**src/hw/rtl/datalog_token_scanner_unit_defines.svh**
```systemverilog
// Assertion macros for the datalog token scanner
`ifndef DATALOG_TOKEN_SCANNER_UNIT_DEFINES_SVH
`define DATALOG_TOKEN_SCANNER_UNIT_DEFINES_SVH

// same-cycle implication, sampled on clock, off during reset
`define DTS_ASSERT_NOW(label, ante, cons, msg) \
   label: assert property (@(posedge clock) disable iff (reset) (ante) |-> (cons)) \
      else $error(msg);

// next-cycle implication
`define DTS_ASSERT_NEXT(label, ante, cons, msg) \
   label: assert property (@(posedge clock) disable iff (reset) (ante) |=> (cons)) \
      else $error(msg);

`endif

```
**src/hw/rtl/dtscan_pkg.sv**
```systemverilog
// Shared types, codes and character tables of the datalog token scanner
package dtscan_pkg;

   localparam int LINE_BITS_DEF   = 16;
   localparam int LENGTH_BITS_DEF = 16;
   localparam int OFFSET_BITS_DEF = 32;

   localparam int KIND_W   = 5;
   localparam int LINE_W   = 16;
   localparam int OFFSET_W = 32;
   localparam int LENGTH_W = 16;

   localparam int RSP_DEPTH = 4;
   localparam int RSP_PTR_W = $clog2(RSP_DEPTH);
   localparam int RSP_CNT_W = $clog2(RSP_DEPTH + 1);

   localparam logic OP_CHAR = 1'b0;
   localparam logic OP_EOI  = 1'b1;

   localparam logic [KIND_W-1:0] KIND_COMMA     = 5'd0;
   localparam logic [KIND_W-1:0] KIND_PERIOD    = 5'd1;
   localparam logic [KIND_W-1:0] KIND_QMARK     = 5'd2;
   localparam logic [KIND_W-1:0] KIND_LPAREN    = 5'd3;
   localparam logic [KIND_W-1:0] KIND_RPAREN    = 5'd4;
   localparam logic [KIND_W-1:0] KIND_COLON     = 5'd5;
   localparam logic [KIND_W-1:0] KIND_COLONDASH = 5'd6;
   localparam logic [KIND_W-1:0] KIND_MUL       = 5'd7;
   localparam logic [KIND_W-1:0] KIND_ADD       = 5'd8;
   localparam logic [KIND_W-1:0] KIND_KW_BASE   = 5'd8;
   localparam logic [KIND_W-1:0] KIND_ID        = 5'd13;
   localparam logic [KIND_W-1:0] KIND_STRING    = 5'd14;
   localparam logic [KIND_W-1:0] KIND_COMMENT   = 5'd15;
   localparam logic [KIND_W-1:0] KIND_UNDEF     = 5'd16;
   localparam logic [KIND_W-1:0] KIND_EOF       = 5'd17;

   localparam logic [7:0] CH_TAB    = 8'h09;
   localparam logic [7:0] CH_LF     = 8'h0A;
   localparam logic [7:0] CH_VT     = 8'h0B;
   localparam logic [7:0] CH_FF     = 8'h0C;
   localparam logic [7:0] CH_CR     = 8'h0D;
   localparam logic [7:0] CH_SPACE  = 8'h20;
   localparam logic [7:0] CH_HASH   = 8'h23;
   localparam logic [7:0] CH_QUOTE  = 8'h27;
   localparam logic [7:0] CH_LPAREN = 8'h28;
   localparam logic [7:0] CH_RPAREN = 8'h29;
   localparam logic [7:0] CH_STAR   = 8'h2A;
   localparam logic [7:0] CH_PLUS   = 8'h2B;
   localparam logic [7:0] CH_COMMA  = 8'h2C;
   localparam logic [7:0] CH_DASH   = 8'h2D;
   localparam logic [7:0] CH_PERIOD = 8'h2E;
   localparam logic [7:0] CH_COLON  = 8'h3A;
   localparam logic [7:0] CH_QMARK  = 8'h3F;
   localparam logic [7:0] CH_BAR    = 8'h7C;

   typedef enum logic [2:0] {
      KW_NONE    = 3'd0,
      KW_SCHEMES = 3'd1,
      KW_FACTS   = 3'd2,
      KW_RULES   = 3'd3,
      KW_QUERIES = 3'd4
   } kw_type;

   localparam logic [7:0] KW_TEXT_SCHEMES [8] = '{"S", "c", "h", "e", "m", "e", "s", 8'h00};
   localparam logic [7:0] KW_TEXT_FACTS   [8] = '{"F", "a", "c", "t", "s", 8'h00, 8'h00, 8'h00};
   localparam logic [7:0] KW_TEXT_RULES   [8] = '{"R", "u", "l", "e", "s", 8'h00, 8'h00, 8'h00};
   localparam logic [7:0] KW_TEXT_QUERIES [8] = '{"Q", "u", "e", "r", "i", "e", "s", 8'h00};

   typedef enum logic [8:0] {
      MODE_IDLE  = 9'b000000001,
      MODE_IDENT = 9'b000000010,
      MODE_COLON = 9'b000000100,
      MODE_STR   = 9'b000001000,
      MODE_STRQ  = 9'b000010000,
      MODE_HASH  = 9'b000100000,
      MODE_LCOM  = 9'b001000000,
      MODE_BCOM  = 9'b010000000,
      MODE_BBAR  = 9'b100000000
   } mode_type;

   typedef struct packed {
      logic [KIND_W-1:0]   kind;
      logic [LINE_W-1:0]   line;
      logic [OFFSET_W-1:0] offset;
      logic [LENGTH_W-1:0] length;
      logic                last;
   } result_type;

   // results produced by one request, first one in r0
   typedef struct packed {
      logic [1:0] count;
      result_type r0;
      result_type r1;
   } push_type;

   function automatic logic is_blank(logic [7:0] c);
      return c == CH_SPACE || c == CH_TAB || c == CH_LF || c == CH_CR ||
             c == CH_VT || c == CH_FF;
   endfunction

   function automatic logic is_alpha(logic [7:0] c);
      return (c >= "A" && c <= "Z") || (c >= "a" && c <= "z");
   endfunction

   function automatic logic is_alnum(logic [7:0] c);
      return is_alpha(c) || (c >= "0" && c <= "9");
   endfunction

   function automatic kw_type kw_guess_of(logic [7:0] c);
      kw_type g;
      unique case (c)
         "S":     g = KW_SCHEMES;
         "F":     g = KW_FACTS;
         "R":     g = KW_RULES;
         "Q":     g = KW_QUERIES;
         default: g = KW_NONE;
      endcase
      return g;
   endfunction

   function automatic logic [2:0] kw_len(kw_type g);
      logic [2:0] n;
      unique case (g)
         KW_SCHEMES, KW_QUERIES: n = 3'd7;
         KW_FACTS, KW_RULES:     n = 3'd5;
         default:                n = 3'd0;
      endcase
      return n;
   endfunction

   function automatic logic [7:0] kw_char(kw_type g, logic [2:0] i);
      logic [7:0] c;
      unique case (g)
         KW_SCHEMES: c = KW_TEXT_SCHEMES[i];
         KW_FACTS:   c = KW_TEXT_FACTS[i];
         KW_RULES:   c = KW_TEXT_RULES[i];
         KW_QUERIES: c = KW_TEXT_QUERIES[i];
         default:    c = 8'h00;
      endcase
      return c;
   endfunction

endpackage

```
**src/hw/rtl/dtscan_req_if.sv**
```systemverilog
// Request channel: one character or an end-of-input mark
interface dtscan_req_if;
   logic       valid;
   logic       ready;
   logic       op;
   logic [7:0] ch;

   modport source (output valid, output op, output ch, input ready);
   modport sink   (input valid, input op, input ch, output ready);
endinterface

```
**src/hw/rtl/dtscan_rsp_if.sv**
```systemverilog
// Response channel: one token per transfer
interface dtscan_rsp_if;
   import dtscan_pkg::*;

   logic                valid;
   logic                ready;
   logic [KIND_W-1:0]   token_kind;
   logic [LINE_W-1:0]   start_line;
   logic [OFFSET_W-1:0] start_offset;
   logic [LENGTH_W-1:0] token_length;
   logic                last;

   modport source (output valid, output token_kind, output start_line, output start_offset,
                   output token_length, output last, input ready);
   modport sink   (input valid, input token_kind, input start_line, input start_offset,
                   input token_length, input last, output ready);
endinterface

```
**src/hw/rtl/dtscan_core.sv**
```systemverilog
// Scanner state machine: mode, pending token, keyword matcher, line and offset counters
module dtscan_core #(
   parameter int LINE_BITS   = dtscan_pkg::LINE_BITS_DEF,
   parameter int LENGTH_BITS = dtscan_pkg::LENGTH_BITS_DEF,
   parameter int OFFSET_BITS = dtscan_pkg::OFFSET_BITS_DEF
) (
   input  logic                clock,
   input  logic                reset,
   input  logic                take,
   input  logic                op,
   input  logic [7:0]          ch,
   output dtscan_pkg::push_type push
);
   import dtscan_pkg::*;

   mode_type               mode_ff, mode_in;
   logic [LENGTH_BITS-1:0] plen_ff, plen_in;
   logic [LINE_BITS-1:0]   pline_ff, pline_in;
   logic [OFFSET_BITS-1:0] poff_ff, poff_in;
   logic [LINE_BITS-1:0]   line_ff, line_in;
   logic [OFFSET_BITS-1:0] off_ff, off_in;
   kw_type                 guess_ff, guess_in;
   logic                   alive_ff, alive_in;

   // fresh start on the current character
   mode_type          f_mode;
   logic              f_begin;
   logic              f_emit;
   logic [KIND_W-1:0] f_kind;

   always_comb begin
      f_mode  = MODE_IDLE;
      f_begin = !is_blank(ch);
      f_emit  = 1'b0;
      f_kind  = KIND_UNDEF;
      if (is_blank(ch)) begin
         f_begin = 1'b0;
      end else if (is_alpha(ch)) begin
         f_mode = MODE_IDENT;
      end else begin
         unique case (ch)
            CH_COMMA:  begin f_emit = 1'b1; f_kind = KIND_COMMA;  end
            CH_PERIOD: begin f_emit = 1'b1; f_kind = KIND_PERIOD; end
            CH_QMARK:  begin f_emit = 1'b1; f_kind = KIND_QMARK;  end
            CH_LPAREN: begin f_emit = 1'b1; f_kind = KIND_LPAREN; end
            CH_RPAREN: begin f_emit = 1'b1; f_kind = KIND_RPAREN; end
            CH_STAR:   begin f_emit = 1'b1; f_kind = KIND_MUL;    end
            CH_PLUS:   begin f_emit = 1'b1; f_kind = KIND_ADD;    end
            CH_COLON:  f_mode = MODE_COLON;
            CH_QUOTE:  f_mode = MODE_STR;
            CH_HASH:   f_mode = MODE_HASH;
            default:   begin f_emit = 1'b1; f_kind = KIND_UNDEF;  end
         endcase
      end
   end

   logic [LENGTH_BITS-1:0] plen_grown;
   logic                   grow;
   logic [KIND_W-1:0]      ident_kind;

   assign plen_grown = (grow && plen_ff != '1) ? plen_ff + 1'b1 : plen_ff;

   always_comb begin
      ident_kind = KIND_ID;
      if (alive_ff && guess_ff != KW_NONE && plen_ff == LENGTH_BITS'(kw_len(guess_ff)))
         ident_kind = KIND_KW_BASE + {2'b00, guess_ff};
   end

   logic              do_fresh;
   logic              flush_v;
   logic [KIND_W-1:0] flush_kind;
   logic              new_v;
   logic [KIND_W-1:0] new_kind;
   logic              eoi;

   always_comb begin
      grow       = 1'b0;
      do_fresh   = 1'b0;
      flush_v    = 1'b0;
      flush_kind = KIND_UNDEF;
      mode_in    = mode_ff;
      alive_in   = alive_ff;
      eoi        = op == OP_EOI;
      if (!eoi) begin
         unique case (mode_ff)
            MODE_IDENT: begin
               if (is_alnum(ch)) begin
                  grow = 1'b1;
                  if (alive_ff && (guess_ff > KW_QUERIES ||
                                   plen_ff >= LENGTH_BITS'(kw_len(guess_ff)) ||
                                   kw_char(guess_ff, plen_ff[2:0]) != ch))
                     alive_in = 1'b0;
               end else begin
                  flush_v = 1'b1; flush_kind = ident_kind; do_fresh = 1'b1;
               end
            end
            MODE_COLON: begin
               flush_v = 1'b1;
               if (ch == CH_DASH) begin
                  grow = 1'b1; flush_kind = KIND_COLONDASH; mode_in = MODE_IDLE;
               end else begin
                  flush_kind = KIND_COLON; do_fresh = 1'b1;
               end
            end
            MODE_STR: begin
               grow = 1'b1;
               if (ch == CH_QUOTE) mode_in = MODE_STRQ;
            end
            MODE_STRQ: begin
               if (ch == CH_QUOTE) begin
                  grow = 1'b1; mode_in = MODE_STR;
               end else begin
                  flush_v = 1'b1; flush_kind = KIND_STRING; do_fresh = 1'b1;
               end
            end
            MODE_HASH: begin
               if (ch == CH_BAR) begin
                  grow = 1'b1; mode_in = MODE_BCOM;
               end else if (ch == CH_LF) begin
                  flush_v = 1'b1; flush_kind = KIND_COMMENT; do_fresh = 1'b1;
               end else begin
                  grow = 1'b1; mode_in = MODE_LCOM;
               end
            end
            MODE_LCOM: begin
               if (ch == CH_LF) begin
                  flush_v = 1'b1; flush_kind = KIND_COMMENT; do_fresh = 1'b1;
               end else begin
                  grow = 1'b1;
               end
            end
            MODE_BCOM: begin
               grow = 1'b1;
               if (ch == CH_BAR) mode_in = MODE_BBAR;
            end
            MODE_BBAR: begin
               grow = 1'b1;
               if (ch == CH_HASH) begin
                  flush_v = 1'b1; flush_kind = KIND_COMMENT; mode_in = MODE_IDLE;
               end else if (ch != CH_BAR) begin
                  mode_in = MODE_BCOM;
               end
            end
            default: do_fresh = 1'b1;
         endcase
         if (do_fresh) begin
            mode_in = (f_begin && f_emit) ? MODE_IDLE : f_mode;
            if (f_mode == MODE_IDENT) alive_in = kw_guess_of(ch) != KW_NONE;
         end
      end else begin
         unique case (mode_ff)
            MODE_IDENT:                     begin flush_v = 1'b1; flush_kind = ident_kind;   end
            MODE_COLON:                     begin flush_v = 1'b1; flush_kind = KIND_COLON;   end
            MODE_STRQ:                      begin flush_v = 1'b1; flush_kind = KIND_STRING;  end
            MODE_HASH, MODE_LCOM:           begin flush_v = 1'b1; flush_kind = KIND_COMMENT; end
            MODE_STR, MODE_BCOM, MODE_BBAR: begin flush_v = 1'b1; flush_kind = KIND_UNDEF;   end
            default:                        flush_v = 1'b0;
         endcase
         mode_in = MODE_IDLE;
      end
      new_v    = eoi || (do_fresh && f_emit);
      new_kind = eoi ? KIND_EOF : f_kind;
   end

   always_comb begin
      guess_in = guess_ff;
      pline_in = pline_ff;
      poff_in  = poff_ff;
      plen_in  = plen_grown;
      line_in  = line_ff;
      off_in   = off_ff + 1'b1;
      if (eoi) begin
         guess_in = KW_NONE;
         pline_in = LINE_BITS'(1);
         poff_in  = '0;
         plen_in  = '0;
         line_in  = LINE_BITS'(1);
         off_in   = '0;
      end else begin
         if (do_fresh && f_begin) begin
            pline_in = line_ff;
            poff_in  = off_ff;
            plen_in  = LENGTH_BITS'(1);
            if (f_mode == MODE_IDENT) guess_in = kw_guess_of(ch);
         end
         if (ch == CH_LF && line_ff != '1) line_in = line_ff + 1'b1;
      end
   end

   // fixed-width views of the counters for the result fields
   logic [LINE_BITS+LINE_W-1:0]     pline_x, line_x;
   logic [OFFSET_BITS+OFFSET_W-1:0] poff_x, off_x;
   logic [LENGTH_BITS+LENGTH_W-1:0] plen_x;

   assign pline_x = {{LINE_W{1'b0}}, pline_ff};
   assign line_x  = {{LINE_W{1'b0}}, line_ff};
   assign poff_x  = {{OFFSET_W{1'b0}}, poff_ff};
   assign off_x   = {{OFFSET_W{1'b0}}, off_ff};
   assign plen_x  = {{LENGTH_W{1'b0}}, plen_grown};

   result_type flush_res, new_res;

   always_comb begin
      flush_res.kind   = flush_kind;
      flush_res.line   = pline_x[LINE_W-1:0];
      flush_res.offset = poff_x[OFFSET_W-1:0];
      flush_res.length = plen_x[LENGTH_W-1:0];
      flush_res.last   = !new_v;
      new_res.kind     = new_kind;
      new_res.line     = line_x[LINE_W-1:0];
      new_res.offset   = off_x[OFFSET_W-1:0];
      new_res.length   = eoi ? LENGTH_W'(0) : LENGTH_W'(1);
      new_res.last     = 1'b1;
      push.r1          = new_res;
      if (flush_v) begin
         push.r0 = flush_res;
      end else begin
         push.r0 = new_res;
      end
      if (!take) begin
         push.count = 2'd0;
      end else begin
         push.count = {1'b0, flush_v} + {1'b0, new_v};
      end
   end

   always_ff @(posedge clock) begin
      if (reset) begin
         mode_ff  <= MODE_IDLE;
         plen_ff  <= '0;
         pline_ff <= LINE_BITS'(1);
         poff_ff  <= '0;
         line_ff  <= LINE_BITS'(1);
         off_ff   <= '0;
         guess_ff <= KW_NONE;
         alive_ff <= 1'b0;
      end else if (take) begin
         mode_ff  <= mode_in;
         plen_ff  <= plen_in;
         pline_ff <= pline_in;
         poff_ff  <= poff_in;
         line_ff  <= line_in;
         off_ff   <= off_in;
         guess_ff <= guess_in;
         alive_ff <= eoi ? 1'b0 : alive_in;
      end
   end

endmodule

```
**src/hw/rtl/dtscan_rspq.sv**
```systemverilog
// Token queue between the scanner and the response channel
module dtscan_rspq (
   input  logic                   clock,
   input  logic                   reset,
   input  dtscan_pkg::push_type   push,
   input  logic                   pop,
   output dtscan_pkg::result_type head,
   output logic                   head_valid,
   output logic                   space_ok
);
   import dtscan_pkg::*;

   result_type           q_ff [RSP_DEPTH];
   logic [RSP_PTR_W-1:0] wr_ff, wr_in;
   logic [RSP_PTR_W-1:0] rd_ff, rd_in;
   logic [RSP_CNT_W-1:0] fill_ff, fill_in;
   logic [RSP_PTR_W-1:0] wr_next;

   assign wr_next    = wr_ff + 1'b1;
   assign head       = q_ff[rd_ff];
   assign head_valid = fill_ff != '0;
   // room for the two tokens one request may produce
   assign space_ok   = fill_ff <= RSP_CNT_W'(RSP_DEPTH - 2);

   always_comb begin
      wr_in   = wr_ff + RSP_PTR_W'(push.count);
      rd_in   = pop ? rd_ff + 1'b1 : rd_ff;
      fill_in = fill_ff + RSP_CNT_W'(push.count) - RSP_CNT_W'(pop);
   end

   always_ff @(posedge clock) begin
      if (push.count != 2'd0) q_ff[wr_ff] <= push.r0;
      if (push.count == 2'd2) q_ff[wr_next] <= push.r1;
   end

   always_ff @(posedge clock) begin
      if (reset) begin
         wr_ff   <= '0;
         rd_ff   <= '0;
         fill_ff <= '0;
      end else begin
         wr_ff   <= wr_in;
         rd_ff   <= rd_in;
         fill_ff <= fill_in;
      end
   end

endmodule

```
**src/hw/rtl/datalog_token_scanner_unit.sv**
```systemverilog
// Datalog token scanner top level: scanner core and response queue
//
//   channel  dir  handshake     payload
//   req_bus  in   valid/ready   op, ch
//   rsp_bus  out  valid/ready   token_kind, start_line, start_offset, token_length, last
//
// One request per cycle while the queue has room; the scanner state updates on the accepting edge.
// Each request yields zero, one or two tokens, written into a four-entry queue
// that drains one token per cycle while rsp_bus is ready; requests stall while fewer than two entries are free.
// A token can appear on rsp_bus the cycle after its request is accepted.
// Synchronous reset returns the scanner to line 1, offset 0 and empties the queue.
`include "datalog_token_scanner_unit_defines.svh"

module datalog_token_scanner_unit #(
   parameter int LINE_BITS   = dtscan_pkg::LINE_BITS_DEF,
   parameter int LENGTH_BITS = dtscan_pkg::LENGTH_BITS_DEF,
   parameter int OFFSET_BITS = dtscan_pkg::OFFSET_BITS_DEF
) (
   input logic          clock,
   input logic          reset,
   dtscan_req_if.sink   req_bus,
   dtscan_rsp_if.source rsp_bus
);
   import dtscan_pkg::*;

   logic       take;
   logic       pop;
   logic       space_ok;
   logic       head_valid;
   push_type   push;
   result_type head;

   assign req_bus.ready = space_ok;
   assign take          = req_bus.valid && space_ok;
   assign pop           = head_valid && rsp_bus.ready;

   dtscan_core #(
      .LINE_BITS   (LINE_BITS),
      .LENGTH_BITS (LENGTH_BITS),
      .OFFSET_BITS (OFFSET_BITS)
   ) u_core (
      .clock (clock),
      .reset (reset),
      .take  (take),
      .op    (req_bus.op),
      .ch    (req_bus.ch),
      .push  (push)
   );

   dtscan_rspq u_rspq (
      .clock      (clock),
      .reset      (reset),
      .push       (push),
      .pop        (pop),
      .head       (head),
      .head_valid (head_valid),
      .space_ok   (space_ok)
   );

   assign rsp_bus.valid        = head_valid;
   assign rsp_bus.token_kind   = head.kind;
   assign rsp_bus.start_line   = head.line;
   assign rsp_bus.start_offset = head.offset;
   assign rsp_bus.token_length = head.length;
   assign rsp_bus.last         = head.last;

   `DTS_ASSERT_NEXT(a_eoi_gives_token, take && req_bus.op == OP_EOI, rsp_bus.valid, "end of input left no token queued")
   `DTS_ASSERT_NOW(a_push_needs_take, push.count != 2'd0, take, "token pushed without an accepted request")
   `DTS_ASSERT_NOW(a_pair_last_order, push.count == 2'd2, !push.r0.last && push.r1.last, "last flag misplaced on token pair")

endmodule

```
**src/flat_wrapper.sv**
```systemverilog
// flat-port wrapper written by rule: the top's interface ports become plain ports
module datalog_token_scanner_unit_flat import dtscan_pkg::*;
#(
   parameter int LINE_BITS   = dtscan_pkg::LINE_BITS_DEF,
   parameter int LENGTH_BITS = dtscan_pkg::LENGTH_BITS_DEF,
   parameter int OFFSET_BITS = dtscan_pkg::OFFSET_BITS_DEF
)
  (clock, reset, req_bus_valid, req_bus_op, req_bus_ch, req_bus_ready, rsp_bus_valid, rsp_bus_token_kind, rsp_bus_start_line, rsp_bus_start_offset, rsp_bus_token_length, rsp_bus_last, rsp_bus_ready);
  dtscan_req_if req_bus_i ();
  dtscan_rsp_if rsp_bus_i ();
  input logic clock;
  input logic reset;
  input wire logic [$bits(req_bus_i.valid)-1:0] req_bus_valid;
  input wire logic [$bits(req_bus_i.op)-1:0] req_bus_op;
  input wire logic [$bits(req_bus_i.ch)-1:0] req_bus_ch;
  output wire logic [$bits(req_bus_i.ready)-1:0] req_bus_ready;
  output wire logic [$bits(rsp_bus_i.valid)-1:0] rsp_bus_valid;
  output wire logic [$bits(rsp_bus_i.token_kind)-1:0] rsp_bus_token_kind;
  output wire logic [$bits(rsp_bus_i.start_line)-1:0] rsp_bus_start_line;
  output wire logic [$bits(rsp_bus_i.start_offset)-1:0] rsp_bus_start_offset;
  output wire logic [$bits(rsp_bus_i.token_length)-1:0] rsp_bus_token_length;
  output wire logic [$bits(rsp_bus_i.last)-1:0] rsp_bus_last;
  input wire logic [$bits(rsp_bus_i.ready)-1:0] rsp_bus_ready;
  assign req_bus_i.valid = req_bus_valid;
  assign req_bus_i.op = req_bus_op;
  assign req_bus_i.ch = req_bus_ch;
  assign req_bus_ready = req_bus_i.ready;
  assign rsp_bus_valid = rsp_bus_i.valid;
  assign rsp_bus_token_kind = rsp_bus_i.token_kind;
  assign rsp_bus_start_line = rsp_bus_i.start_line;
  assign rsp_bus_start_offset = rsp_bus_i.start_offset;
  assign rsp_bus_token_length = rsp_bus_i.token_length;
  assign rsp_bus_last = rsp_bus_i.last;
  assign rsp_bus_i.ready = rsp_bus_ready;
  datalog_token_scanner_unit #(.LINE_BITS(LINE_BITS), .LENGTH_BITS(LENGTH_BITS), .OFFSET_BITS(OFFSET_BITS)) u_core (.clock(clock), .reset(reset), .req_bus(req_bus_i), .rsp_bus(rsp_bus_i));
endmodule
```
**config.mk**
```make
export PLATFORM = sky130hd
export DESIGN_NAME = datalog_token_scanner_unit_flat
export DESIGN_NICKNAME = d
export VERILOG_FILES = /design/src/hw/rtl/dtscan_pkg.sv /design/src/hw/rtl/dtscan_req_if.sv /design/src/hw/rtl/dtscan_rsp_if.sv /design/src/hw/rtl/dtscan_core.sv /design/src/hw/rtl/dtscan_rspq.sv /design/src/hw/rtl/datalog_token_scanner_unit.sv /design/src/flat_wrapper.sv
export VERILOG_INCLUDE_DIRS = /design/src /design/src/hw/rtl
export SDC_FILE = /design/constraint.sdc
export NUM_CORES = 1
export LEC_CHECK = 0
export BUFFER_PORTS_ARGS = -buffer_cell sky130_fd_sc_hd__buf_2
export CAP_MARGIN = 20
export CORE_MARGIN = 5
export CORE_UTILIZATION = 40
export DETAILED_ROUTE_END_ITERATION = 16
export GPL_TIMING_DRIVEN = 0
export PLACE_DENSITY = 0.68
export SETUP_SLACK_MARGIN = 0.02
export SYNTH_ARGS = -nofsm -noshare
export SYNTH_HDL_FRONTEND = slang
export SYNTH_SLANG_ARGS = --single-unit
```
**constraint.sdc**
```tcl
create_clock -name clock -period 6 [get_ports clock]
set_input_delay 0.6 -clock clock [delete_from_list [all_inputs] [get_ports clock]]
set_output_delay 0.6 -clock clock [all_outputs]
set_load 0.01 [all_outputs]
```
==> flow_summary.toml <==
[setup_path]
r2r_cells = 17
cp_num_buf_inv = 6
end_kind = "flop"
critPathMaxStageDelay_ns = 0.37
cpMostUsedCell = "buf_2"
arrival_ns = 5.75
critPathKind = "reg2reg"
timing.rr.end = "u_core.u_rspq.q_ff[3][60]$_DFFE_PP_"
cp_top_family = "buffers and inverters"
r2r_slack_ns = 0.68
critical_path_required_ns = 6.42
cpMaxStageDelayCell = "o2111ai_1"
path_max_fanout = 10
r2r_start = "u_core.u_core.mode_ff[3]$_SDFFE_PP0P_"
critPathLaunchType = "flop"
crit_chain = "buf_2 -> nor3_2 -> o2111ai_1 -> nand3_1 -> o21a_1 -> clkbuf_1 -> a21boi_2 -> a21o_1 -> ha_1 -> buf_1 -> o21ai_1 -> or2_2 -> clkbuf_1 -> nor2_1 -> buf_2 -> buf_2 -> a22o_1"

[cts]
cts_sinks = 414
insertion_delay_ns = 0.57
htree_levels = 2
cts_buffer_depth = 3
cts-root-buf = "clkbuf_16"
cts_inserted_buffers = 42
clkTransAtPathRegs_ns = 0.06
cts_setup_buffers = 0
cts_hold_buf = 0
cts_tree = "done"
cts.repair.resized = 0

[drt]
viasPerCell = 5.939
wl_per_cell_um = 21.50
routed_wl_um = 54250
drcViolationCount = 0
drt_iter0_markers = 1316
drtAntennaViolNets = 0
first_pass_iters = 5
num_vias = 14990

[final_layout]
instances_no_fill = 2523
drive_gt1_share_pct = 17.00
nets = 1859
synthToLayoutAreaGrowth_pct = 13.43
fin_util_pct = 45.96
final_cell_area_um2 = 22500
antenna_cells = 0

[synth]
synth-simple-area-share_pct = 11.31
synth.distinct_cells = 91
yosys.area_share.adder_pct = 1.237
netlist_area_um2 = 19830
syn_inst = 1698
synth_ff_type = "edfxtp_1"
synth-compound-area-share_pct = 18.93
synth.area.mux_share_pct = 8.365
syn_nets = 1730
async_flop_share_pct = 0
yosysSeqAreaShare_pct = 52.69
ys_ff_latch = 414
yosysWarnings = 0
synth_xor_xnor_area_share_pct = 3.091
syn_area_per_cell_um2 = 11.68
synth_top_family_by_area = "compound AO/OA/AOI/OAI gates"
synth-edff-count = 216

[timing]
timing.final.ws_setup_ns = 0.6766
hold_violations = 0
rsz0062_at_grt = "false"
skew_ns = 0.02065
fin_crit_sh_pct = 88.72
period_needed_ns = 5.323
setup_tns_ns = 0
max_slew_margin_pct = 33.58
max_freq_mhz = 187.9
setup_viol = 0
finalMaxSlewViolations = 0
worstMarginPinSlew_ns = 0.9964

[power]
powerDensity_nw_per_um2 = 325.2
power.leakage_nw = 7.593
ir_drop_mv = 0.1606

[floorplan]
die_w_um = 232.7
placementRows = 81
initial_utilization_pct = 40.52
die_area_um2 = 54140
core_um2 = 48950
ios = 85
die_y_um = 232.7

[grt]
grt-ovfl-total = 0
grt_pass1_vias = 14820
gr-usage-all-layers_pct = 19.64
grt_pass1_wl_um = 84410
grt_antenna_before_repair = 1
grt_max_degree = 56

[placement]
hpwlAfterDp_um = 36270
place_ws_ns = 0.4606
dp_cells = 2446
placed_area_um2 = 21090
gp_congestion = 0.9152
io_buffers = 84

[run_status]
outcome = "finished clean"

[hold_path]
hold_end = "u_core.u_core.mode_ff[4]$_SDFFE_PP0P_"
min-delay-start = "reset"
holdPathStages = 2
hp-class = "in2reg"

[flow_run]
cap_violations = 0
==> where the power goes <==
group | switching, W | internal, W
clock network | 0.00113 | 0.00154
registers | 0.0000521 | 0.00315
logic | 0.000882 | 0.000557
total | 0.00206 | 0.00525
==> how the worst max path moves through the flow <==
stage	startpoint	to	cells after the start
global route	u_core.u_core.mode_ff[5]$_SDFFE_PP0P_	u_core.u_rspq.q_ff[3][0]$_SDFFE_PP1N_	14
detailed placement	req_bus_ch[3]	u_core.u_rspq.q_ff[3][0]$_SDFFE_PP1N_	15
CTS	u_core.u_core.mode_ff[3]$_SDFFE_PP0P_	u_core.u_rspq.q_ff[0][56]$_DFFE_PP_	14
floorplan	req_bus_ch[4]	u_core.u_rspq.q_ff[0][17]$_DFFE_PP_	13
finish	u_core.u_core.mode_ff[3]$_SDFFE_PP0P_	u_core.u_rspq.q_ff[3][60]$_DFFE_PP_	17
global placement	req_bus_ch[3]	u_core.u_rspq.q_ff[0][0]$_SDFFE_PP1N_	15
==> cell type report <==
| cell class | instances | area, um^2 |
|---|---|---|
| Buffer | 161 | 749.5 |
| Clock buffer | 48 | 1094 |
| Clock inverter | 28 | 304.0 |
| Fill cell | 4393 | 26450 |
| Inverter | 31 | 128.9 |
| Multi-Input combinational cell | 1092 | 8514 |
| Sequential cell | 414 | 10450 |
| Tap cell | 664 | 830.8 |
| Timing Repair Buffer | 85 | 425.4 |
==> routing by layer <==
layer / part of all wire, % / global-route usage, % / vias up
li1: - / - / 6812
met1: 42 / 26.29 / 7451
met2: 47 / 32.14 / 609
met3: 8.0 / 4.051 / 111
met4: 3.0 / 6.369 / 2
met5: 0.024 / 0 / -
==> sequential cells by signal, indices dropped and copies added (netlist names), named ones only <==
register / cells
u_core.u_rspq.fill_ff: 3
u_core.u_core.poff_ff: 32
u_core.u_core.plen_ff: 16
u_core.u_core.line_ff: 16
u_core.u_rspq.q_ff: 280
u_core.u_core.off_ff: 32
u_core.u_core.alive_ff: 1
u_core.u_core.pline_ff: 16
u_core.u_core.guess_ff: 3
u_core.u_core.mode_ff: 9
u_core.u_rspq.rd_ff: 2
u_core.u_rspq.wr_ff: 2
==> Yosys cell counts, drive strengths merged, types with 4 or more instances <==
master / number / area share (%)
o32ai: 6 / 0.26
or2: 7 / 0.22
mux2i: 6 / 0.30
nor2: 107 / 2.0
xnor2: 39 / 1.7
and4: 7 / 0.31
o211a: 4 / 0.20
nand3: 40 / 1.0
a22oi: 4 / 0.18
clkbuf: 92 / 1.7
dfxtp: 198 / 20
ha: 18 / 1.1
o31a: 4 / 0.18
and3: 16 / 0.50
xor2: 31 / 1.4
nand4: 26 / 0.82
o22ai: 19 / 0.63
o211ai: 9 / 0.37
o22a: 4 / 0.18
nand2b: 11 / 0.35
nor3: 32 / 1.0
o21a: 4 / 0.15
edfxtp: 216 / 33
a31oi: 10 / 0.32
nor2b: 13 / 0.41
nor4: 18 / 0.71
o21ai: 92 / 2.4
a211o: 4 / 0.18
a21oi: 48 / 1.3
a22o: 244 / 11
nand2: 112 / 2.2
or3: 16 / 0.50
inv: 31 / 0.60
and2: 12 / 0.38
buf: 69 / 2.0
mux4: 70 / 7.9
or4: 7 / 0.26
==> cells in the final DEF, fill, tap and decap left out, drive strengths merged, types with 5 or more instances in the layout <==
cell / n
dfxtp: 198
o22ai: 19
xnor2: 39
a21oi: 48
o21ai: 92
clkinv: 19
nand3: 40
or4: 7
a31oi: 10
and3: 16
buf: 154
nor4: 18
and2: 12
and4: 7
nor3: 32
edfxtp: 216
or3: 16
clkbuf: 140
bufinv: 5
nand2b: 11
inv: 34
a22o: 244
mux4: 70
o211ai: 9
o32ai: 6
nor2: 107
or2: 7
nand4: 26
nand2: 112
ha: 18
nor2b: 13
xor2: 31
mux2i: 6
==> through the flow <==
step / hold WS, ns / power, W
after floorplan: 0.4198 / 0.004168
after global placement: 0.4283 / 0.004721
after detailed placement: 0.4391 / 0.004723
after CTS: 0.3474 / 0.007372
after global routing: 0.3822 / 0.007590
final: 0.3741 / 0.007315
==> logic make-up after synthesis <==
family / Yosys count
flops: 414
buf+inv: 192
compound gates: 489
fa+ha+maj: 19
simple gates: 436
xor+xnor: 70
mux: 78
(Power assumes the default switching activity.)
